**config.mk**
```make
export PLATFORM = sky130hd
export DESIGN_NAME = pli_ram
export DESIGN_NICKNAME = d
export VERILOG_FILES = /design/src/rtl/pli_ram.sv
export SDC_FILE = /design/constraint.sdc
export NUM_CORES = 2
export LEC_CHECK = 0
export BUFFER_PORTS_ARGS = -buffer_cell sky130_fd_sc_hd__buf_2
export CAP_MARGIN = 40
export CORE_UTILIZATION = 45
export DETAILED_ROUTE_END_ITERATION = 8
export PLACE_DENSITY = 0.65
export SYNTH_ARGS = -nofsm -noshare
export SYNTH_HDL_FRONTEND = slang
export SYNTH_SLANG_ARGS = --single-unit
```
**constraint.sdc**
```tcl
create_clock -name clock -period 3.6 [get_ports clock]
set_input_delay 0.54 -clock clock [delete_from_list [all_inputs] [get_ports clock]]
set_output_delay 0.54 -clock clock [all_outputs]
set_load 0.01 [all_outputs]
```
**src/rtl/pli_ram.sv**
```systemverilog
// Generic simple dual-port RAM with registered read data.
// No dependencies.
module pli_ram #(
   parameter int WIDTH = 32,
   parameter int DEPTH = 64
) (
   input  logic                     clock,
   input  logic                     we,
   input  logic [$clog2(DEPTH)-1:0] waddr,
   input  logic [WIDTH-1:0]         wdata,
   input  logic [$clog2(DEPTH)-1:0] raddr,
   output logic [WIDTH-1:0]         rdata
);
   logic [WIDTH-1:0] mem [DEPTH];

   always_ff @(posedge clock) begin
      if (we) begin
         mem[waddr] <= wdata;
      end
      rdata <= mem[raddr];
   end
endmodule

```
==> results.txt <==
Antenna Violating Nets Remaining: 0
Rows: 152
Final Wtd Congestion: 0.803
Outcome: completed
# IOs: 78
Post-CTS Setup Inserts: 0
Fin util: 52.9%
Fin. Hold Viols: 0
PwrDens: 554 mW/mm^2
Root Driver: clkbuf_16
CP Data Required Time: 4270 ps
Worst Reg-to-Reg Cells: 4
Avg Cell Area, Syn: 23.6 sq um
Register area share after synthesis: 79.1%
Min Clock Period, post-route: 2720 ps
Grt total ovfl: 0
Fillcell total: 13000
Internal: 0.0400 W
Slew headroom: 35.2%
Pleak: 28.6 nW
Vias in the first global route: 38300
CTS tree: built
Post_cts resized: 0
Switch share: 20.9%
Total power: 0.0506 W
Layout Nets: 3733
Worst skew pair latency: 830 ps
Setup slack, reg-to-reg: 1280 ps
DRC viols: 0
First-pass GRT wire length: 290 mm
Min-delay src: wdata[21]
Layout cells sized above 1: 32.0%
Clk pin slew, worst setup/hold paths: 60 ps
RSZ-0062 raised after global routing: no
Detailed Route Iter0 Violations: 4940
Die X: 420 um
CTS buffer count: 202
Hold_buf cts: 1
Initial Utilization: 45.5%
Largest net degree at the start of global routing: 53
Die Height: 420 um
Crit path kind: input pin to register
Net switching power: 0.0106 W
Clk buf depth: 3
Maxcap violations: 0
Max Clock Freq: 0.368 GHz
Initial antenna violation count: 16
Post-Syn Nets: 3370
Gr usage total: 23.8%
Hold EP: mem[10][21]
Final setup vio count: 0
Number of synthesized flops with an enable pin: 2048
Synth cell types: 34
WL final: 206 mm
CP Launch Point: raddr[0]
Vias per cell: 6.12
Hold Path Cell Cnt: 1
Worst min path class: input pin to register
Crit. End Element: register
Seq pwr share: 53.2%
Asr flop ratio synth: 0%
Die area: 0.176 sq mm
Top_reg_cell synth: edfxtp_1
Clock share of power: 41.5%
Comb power frac: 5.3%
Synth Warn #: 0
Hold slack final: 51.3 ps
Via count: 37800
Seq cells post-synth: 2080
Period utilization: 75.5%
Drt pass-1 iters: 5
Worst-path fanout max: 39
Port Buffer Count: 77
Cell Area, Synth: 0.0785 sq mm
Max H-tree Level: 4
Worst Max-Slew Pin Slew: 972 ps
Critical path launch point type: input pin
Worst R2R Start: mem[15][11]
Area delta synth->final: 16.2%
Core footprint: 0.172 sq mm
Dpl hpwl: 117 mm
Synth Instances: 3324
Layout Skew: 21.3 ps
Pins over their slew limit: 0
Max VDD drop: 0.000524 V
Crit path DAT: 3390 ps
Wire length per cell: 33.4 um
Reg2reg end: rdata[11]
Clock sink count: 2080
[through the flow]
stage	setup TNS (ps)	std cells	instance area (sq um)	setup WS (ps)
CTS	0	6169	91300	926
floorplan	0	3324	78500	408
global route	0	6171	91300	813
detailed placement	0	5791	84700	53.8
finish	0	6172	91300	880
global placement	-22.7	5764	84200	-22.7
[state kept, by name (all words and copies together), names as in the netlist]
| signal | cells |
|---|---|
| mem | 2048 |
| rdata | 32 |
[kinds of logic (layout without fill, tap and decap cells)]
| family | count (synthesis) | after routing | share of synthesized area [%] |
|---|---|---|---|
| compound gates | 202 | 202 | 1.67 |
| buf+inv | 182 | 718 | 1.13 |
| flops | 2080 | 2080 | 79.1 |
| mux | 637 | 637 | 16.8 |
| other cells | 0 | 2 | 0 |
| simple gates | 223 | 223 | 1.27 |
[how the worst max path moves through the flow]
stage	endpoint
4_1_cts	rdata[11]
2_1_floorplan	mem[39][0]
5_1_grt	rdata[11]
3_5_place_dp	rdata[11]
6_report	rdata[11]
3_3_place_gp	rdata[11]
[final cells by class]
| type | count | area [sq um] | area share (%) |
|---|---|---|---|
| sequential | 2080 | 62100 | 68.1 |
| multi-input combinational | 1062 | 16000 | 17.5 |
| clock buffer | 270 | 5510 | 6.03 |
| timing repair buffer | 341 | 3670 | 4.03 |
| tap | 2310 | 2890 | 3.17 |
| clock inverter | 107 | 1070 | 1.17 |
| antenna | 2 | 5.00 | 0.00548 |
[placed cells by master (no fill, tap or decap), drive strengths merged, types with 2 or more instances in the layout]
cell	n
nand3	5
nor2	137
o32ai	4
bufinv	20
nand3b	5
o221ai	27
mux2i	93
edfxtp	2048
mux4	544
or2	3
and2	2
dfxtp	32
inv	5
nand2b	8
diode	2
clkinvlp	7
or3	3
a41o	4
a311oi	8
a21oi	62
nor3	7
clkinv	75
or3b	5
nand4	2
buf	340
and3	4
nand2	26
a22oi	12
o22ai	84
nor2b	15
clkbuf	270
[routing by layer]
metal  global-route usage (%)  part of all wire (%)  up-vias
met5                        0                0.0083        -
met4                     7.28                   2.9        2
met3                     4.25                   8.4      317
met2                     39.0                    50     1783
met1                     32.5                    39    20700
li1                         -                     -    15000
[cells in the mapped netlist, types with 5 or more instances]
master       n  area [sq um]
edfxtp_1  2048         61500
mux4_2     544         12300
nor2_1     137           514
mux2i_1     93           931
o22ai_1     84           526
clkbuf_1    74           278
a21oi_1     62           310
buf_2       57           285
dfxtp_1     32           641
o221ai_1    27           236
nand2_1     26          97.6
buf_4       25           188
buf_1       21          78.8
nor2b_1     15          93.8
a22oi_1     12          90.1
a311oi_1     8          70.1
nand2b_1     8          50.1
nor3_1       7          35.0
buf_6        5          56.3
nand3_1      5          25.0
nand3b_1     5          37.5
[worst max-delay path, cell delays in order]
cell and delay (ps):
buf_8 240, buf_12 330, buf_4 340, mux4_2 520
mux4_2 500, o22ai_1 680, nor2_1 120
[power by group through the flow]
stage | logic (W) | clock network [W] | registers [W]
after floorplan | 0.00130 | 0 | 0.0274
after detailed placement | 0.00268 | 0 | 0.0274
after global routing | 0.00280 | 0.0221 | 0.0269
after CTS | 0.00269 | 0.0212 | 0.0269
final | 0.00267 | 0.0210 | 0.0269
after global placement | 0.00258 | 0 | 0.0274
Note: power is estimated with default switching activity, not from simulation.
