File: config.mk
export PLATFORM = sky130hd
export DESIGN_NAME = pli_muldiv
export DESIGN_NICKNAME = d
export VERILOG_FILES = /design/src/rtl/pli_pkg.sv /design/src/rtl/pli_muldiv.sv
export SDC_FILE = /design/constraint.sdc
export NUM_CORES = 1
export LEC_CHECK = 0
export ABC_AREA = 1
export BUFFER_PORTS_ARGS = -buffer_cell sky130_fd_sc_hd__buf_4
export CORE_MARGIN = 2
export CORE_UTILIZATION = 62
export CTS_BUF_LIST = sky130_fd_sc_hd__clkbuf_8
export DETAILED_ROUTE_END_ITERATION = 6
export GPL_ROUTABILITY_DRIVEN = 0
export GPL_TIMING_DRIVEN = 1
export PLACE_DENSITY = 0.83
export SLEW_MARGIN = 20
export SYNTH_ARGS = -nofsm -noshare
export SYNTH_HDL_FRONTEND = slang
export SYNTH_SLANG_ARGS = --single-unit
export TNS_END_PERCENT = 5
File: constraint.sdc
create_clock -name clock -period 12.3 [get_ports clock]
set_clock_uncertainty 0.1 [all_clocks]
set_input_delay 1.23 -clock clock [delete_from_list [all_inputs] [get_ports clock]]
set_output_delay 1.23 -clock clock [all_outputs]
set_load 0.01 [all_outputs]
File: src/rtl/pli_pkg.sv
// Shared types and constants for the piecewise linear interpolator.
// No dependencies; every other file but pli_ram imports this package.
package pli_pkg;
   localparam int DataWidth  = 32;
   localparam int SegWidth   = 6;
   localparam int StatWidth  = 2;
   localparam int TolWidth   = 16;
   localparam int OpWidth    = 33;
   localparam int ProdWidth  = 2 * OpWidth;

   localparam logic [StatWidth-1:0] STATUS_OK    = 2'd0;
   localparam logic [StatWidth-1:0] STATUS_RANGE = 2'd1;
   localparam logic [StatWidth-1:0] STATUS_FEW   = 2'd2;
   localparam logic [StatWidth-1:0] STATUS_FULL  = 2'd3;

   // Multiplier reciprocal of ten, exact for every 16-bit operand.
   localparam logic [TolWidth:0] RecipTen = 17'd52429;
   localparam int RecipShift = 19;

   typedef enum logic [3:0] {
      ST_IDLE, ST_RD0, ST_RDL, ST_RANGE, ST_GWAIT,
      ST_RA, ST_RB, ST_CHK, ST_MWAIT, ST_OUT
   } state_type;

   typedef enum logic [1:0] {
      MODE_GUESS, MODE_UP, MODE_DOWN
   } mode_type;

   typedef enum logic [1:0] {
      PH_IDLE, PH_MUL, PH_DIV
   } phase_type;
endpackage

File: src/rtl/pli_muldiv.sv
// Shared iterative unit: shift-add multiply, then restoring divide, (a*b)/d.
// Depends on pli_pkg.
module pli_muldiv (
   input  logic                  clock,
   input  logic                  reset,
   input  logic                  start,
   input  logic [pli_pkg::OpWidth-1:0]   a,
   input  logic [pli_pkg::OpWidth-1:0]   b,
   input  logic [pli_pkg::OpWidth-1:0]   d,
   output logic                  done,
   output logic [pli_pkg::ProdWidth-1:0] q
);
   import pli_pkg::*;

   phase_type               phase_ff, phase_in;
   logic [6:0]              cnt_ff, cnt_in;
   logic [ProdWidth-1:0]    acc_ff, acc_in, mc_ff, mc_in;
   logic [OpWidth-1:0]      mp_ff, mp_in, d_ff, d_in;
   logic [OpWidth:0]        rem_ff, rem_in, rem_sh;
   logic                    done_ff, done_in;

   assign rem_sh = {rem_ff[OpWidth-1:0], acc_ff[ProdWidth-1]};

   always_comb begin
      phase_in = phase_ff;
      cnt_in   = cnt_ff;
      acc_in   = acc_ff;
      mc_in    = mc_ff;
      mp_in    = mp_ff;
      d_in     = d_ff;
      rem_in   = rem_ff;
      done_in  = 1'b0;
      unique case (phase_ff)
         PH_IDLE: begin
            if (start) begin
               acc_in   = '0;
               mc_in    = ProdWidth'(a);
               mp_in    = b;
               d_in     = d;
               cnt_in   = 7'(OpWidth);
               phase_in = PH_MUL;
            end
         end
         PH_MUL: begin
            if (mp_ff[0]) begin
               acc_in = acc_ff + mc_ff;
            end
            mc_in  = {mc_ff[ProdWidth-2:0], 1'b0};
            mp_in  = {1'b0, mp_ff[OpWidth-1:1]};
            cnt_in = cnt_ff - 7'd1;
            if (cnt_ff == 7'd1) begin
               cnt_in   = 7'(ProdWidth);
               rem_in   = '0;
               phase_in = PH_DIV;
            end
         end
         PH_DIV: begin
            // One quotient bit per cycle enters at the bottom of the accumulator.
            if (rem_sh >= {1'b0, d_ff}) begin
               rem_in = rem_sh - {1'b0, d_ff};
               acc_in = {acc_ff[ProdWidth-2:0], 1'b1};
            end else begin
               rem_in = rem_sh;
               acc_in = {acc_ff[ProdWidth-2:0], 1'b0};
            end
            cnt_in = cnt_ff - 7'd1;
            if (cnt_ff == 7'd1) begin
               done_in  = 1'b1;
               phase_in = PH_IDLE;
            end
         end
         default: phase_in = PH_IDLE;
      endcase
   end

   always_ff @(posedge clock) begin
      if (reset) begin
         phase_ff <= PH_IDLE;
         done_ff  <= 1'b0;
      end else begin
         phase_ff <= phase_in;
         done_ff  <= done_in;
      end
      cnt_ff <= cnt_in;
      acc_ff <= acc_in;
      mc_ff  <= mc_in;
      mp_ff  <= mp_in;
      d_ff   <= d_in;
      rem_ff <= rem_in;
   end

   assign done = done_ff;
   assign q    = acc_ff;
endmodule

==> results.json <==
{
  "synthSimpleGateAreaFrac_pct": 28.68,
  "slew_viol_final": 0,
  "use_met1_pct": 39.91,
  "r2r_setup_slack_ps": 8820,
  "worst_pin_slew_ps": 1085,
  "drive_gt1_share_pct": 9.506,
  "period_minus_slack_ps": 3479,
  "grt_util_all_layers_pct": 32.98,
  "status": "complete, but fails checks",
  "core-area_mm2": 0.02771,
  "rows": 61,
  "start_util_pct": 62.73,
  "holdBufCountCts": 0,
  "wl_per_cell_um": 16.16,
  "grt_pass1_vias": 16140,
  "postRouteAntennaNets": 0,
  "min_to": "mp_ff[21]$_DFFE_PP_",
  "cts_max_path_buffers": 3,
  "seq_area_frac_synth_pct": 41.47,
  "violations": "design-rule violations",
  "syn_inst": 2427,
  "post_cts_buffers": 0,
  "cp.depth": 13,
  "min_path_cells": 2,
  "synth.top_cell.area_share_pct": 41.12,
  "die_height_um": 171.4,
  "hold_viol": 0,
  "antenna_found_initial": 1,
  "rr_startpoint": "q[65]$_DFFE_PP_",
  "synthesis.area_mm2": 0.01738,
  "drt_wl_total_mm": 48.61,
  "synthAdderAreaFrac_pct": 7.718,
  "maxCapViolations": 0,
  "synth.area.top_cells": "edfxtp_1 41%, nand2_1 18%, inv_1 7.9%, ha_1 7.5%, a21oi_1 6.3%",
  "yosysTopAreaCell": "edfxtp_1",
  "synth_top_family_by_area": "simple AND/OR/NAND/NOR gates",
  "fin_crit_sh_pct": 28.29,
  "port_buffers": 168,
  "crit_buf_inv": 2,
  "firstDrtPassIters": 7,
  "cp.required_ps": 12510,
  "grt_max_degree": 101,
  "critical_path.slowest_cell": "nand2_2",
  "ctsRootBufferMaster": "clkbuf_8",
  "r2r_end": "rem_ff[16]$_SDFFCE_PN0P_",
  "grtUsageMet2_pct": 55.44,
  "multi_input_area_mm2": 0.008582,
  "critical_path_class": "reg2reg",
  "p_leak_nw": 9.553,
  "clk-insertion-delay-late_ps": 570,
  "path_delay_family": "simple AND/OR/NAND/NOR gates",
  "grt.busiest_layer": "met2",
  "cts_buffers": 42,
  "min_from": "mp_ff[22]$_DFFE_PP_",
  "layout.nets": 2805,
  "fin_tns_setup_ps": 0,
  "ys_ff_latch": 241,
  "hold_ws_ps": 416.4,
  "htree_levels": 2,
  "antenna_cells": 0,
  "reg2reg_depth": 13,
  "muxShareOfSynthArea_pct": 0,
  "via_per_inst": 5.569,
  "cp-start-kind": "register",
  "synthToLayoutAreaGrowth_pct": 13.75,
  "vdd_drop_max_uv": 158.0,
  "p_per_area_mw_per_mm2": 260.3,
  "die_w_um": 171.4,
  "num-fill-cells": 2333,
  "cpPeakStageDelay_ps": 560,
  "fmax_mhz": 287.4,
  "cts_tree": "done",
  "synth_compound_area_share_pct": 11.39,
  "cts_sinks": 241,
  "synthXorXnorAreaFrac_pct": 1.411,
  "grt_pass1_wl_mm": 76.97,
  "ios": 169,
  "power.total_mw": 5.145,
  "drt_iter0_drc": 1695,
  "hold_class": "reg2reg",
  "ys_warn_count": 0,
  "synth_area_per_cell_um2": 7.161,
  "critPathCaptureType": "register",
  "grt-ovfl-total": 0,
  "drc": 13,
  "grtUsageMet3_pct": 5.591,
  "fp.dieArea_mm2": 0.02939,
  "syn_nets": 2635,
  "postCtsResizedCells": 0,
  "path_max_fanout": 38,
  "clkSlewWorstSetupHoldPaths_ps": 60,
  "cp_cell_sequence": "inv_1 > ha_1 > fa_1 > o21ai_2 > a21boi_2 > o21ai_1 > nand2_1 > nand3_2 > nand2_1 > nand2_2 > inv_4 > nor2_1 > nor2_1",
  "rsz0062_at_grt": "no",
  "setup_viol": 0,
  "cp_data_arrival_time_ps": 3690,
  "vias": 16750,
  "synth_cell_type_count": 39,
  "seqCellArea_mm2": 0.007207,
  "hpwl_mm": 36.34,
  "max_slew_margin_pct": 27.65
}
through the flow:
stage	cell area [µm²]	utilization [%]	cells	setup WS [ps]
final	19770	71.35	3008	8821
after global routing	19770	71.35	3008	8627
after CTS	19770	71.35	3008	8835
after detailed placement	18980	68.49	2931	8850
after global placement	18980	68.49	2931	8967
after floorplan	17380	-	2427	3497
per-layer routing:
layer  wire length [µm]  vias to the layer above
li1                   -                     8203
met2              22130                      848
met3               4139                      216
met1              19160                     7484
met4               3176                        0
met5                  0                        -
cells in the final DEF (no fill, tap or decap), types with 3 or more instances in the layout:
cell,count
a21o_1,7
a21oi_1,219
buf_4,177
clkbuf_8,43
clkinv_1,13
clkinv_2,6
dfxtp_1,3
edfxtp_1,238
ha_1,102
inv_1,375
nand2_1,823
nand3_1,113
nand3b_1,6
nand4_1,13
nor2_1,266
nor3_1,23
nor4_1,4
o21a_1,3
o21ai_0,110
o21ai_1,12
o21bai_1,16
xnor2_1,6
xor2_1,22
cell families (layout without fill, tap and decap cells):
group                      count (synthesis)  count (layout)
buffers and inverters                    419             622
and+or+nand+nor                         1256            1256
adders and majority gates                106             106
AOI/OAI and AO/OA                        377             377
xor gates and xnor gates                  28              28
DFF                                      241             241
cells in the mapped netlist, drive strengths merged:
cell type and n:
a21boi 3, a21o 7, a21oi 219, a31o 1
buf 10, clkbuf 41, clkinv 1, dfxtp 3
edfxtp 238, fa 2, ha 104, inv 367
nand2 825, nand3 114, nand3b 6, nand4 13
nor2 268, nor3 23, nor4 5, o211ai 1
o21a 4, o21ai 125, o21bai 16, o221ai 1
or2 2, xnor2 6, xor2 22
state kept, by name (all words and copies together), names as in the netlist:
name	count
mc_ff	66
q	66
d_ff	33
mp_ff	33
rem_ff	33
cnt_ff	7
phase_ff	2
done	1
final cells by class:
type	instances	area share [%]
Clock buffer	43	2.994
Clock inverter	34	1.019
Inverter	368	7.006
Multi-Input combinational cell	1767	43.41
Sequential cell	241	36.46
Tap cell	378	2.392
Timing Repair Buffer	177	6.721
worst max path at each step:
stage                             start  slack, ps                        to
2_1_floorplan  phase_ff[1]$_SDFFE_PP0P_       3500    mc_ff[0]$_SDFFCE_PP0P_
3_3_place_gp            q[65]$_DFFE_PP_       8970  rem_ff[30]$_SDFFCE_PN0P_
3_5_place_dp            q[65]$_DFFE_PP_       8850   rem_ff[5]$_SDFFCE_PN0P_
4_1_cts                 q[65]$_DFFE_PP_       8840  rem_ff[16]$_SDFFCE_PN0P_
5_1_grt                 q[65]$_DFFE_PP_       8630  rem_ff[16]$_SDFFCE_PN0P_
6_report                q[65]$_DFFE_PP_       8820  rem_ff[16]$_SDFFCE_PN0P_
where the power goes:
part / internal, mW / switching [mW] / leakage [nW]
combinational: 0.914 / 1.99 / 6.73
sequential: 1.33 / 0.207 / 2.38
clock: 0.370 / 0.339 / 0.442
total: 2.61 / 2.53 / 9.55
worst reg2reg max path: stages (launching register included):
cell and delay [ps]:
edfxtp_1 390, inv_1 60, ha_1 220, fa_1 430, o21ai_2 250, a21boi_2 110, o21ai_1 260, nand2_1 110
nand3_2 90, nand2_1 70, nand2_2 560, inv_4 310, nor2_1 200, nor2_1 70
No activity file was read; power rests on OpenSTA's default activity.
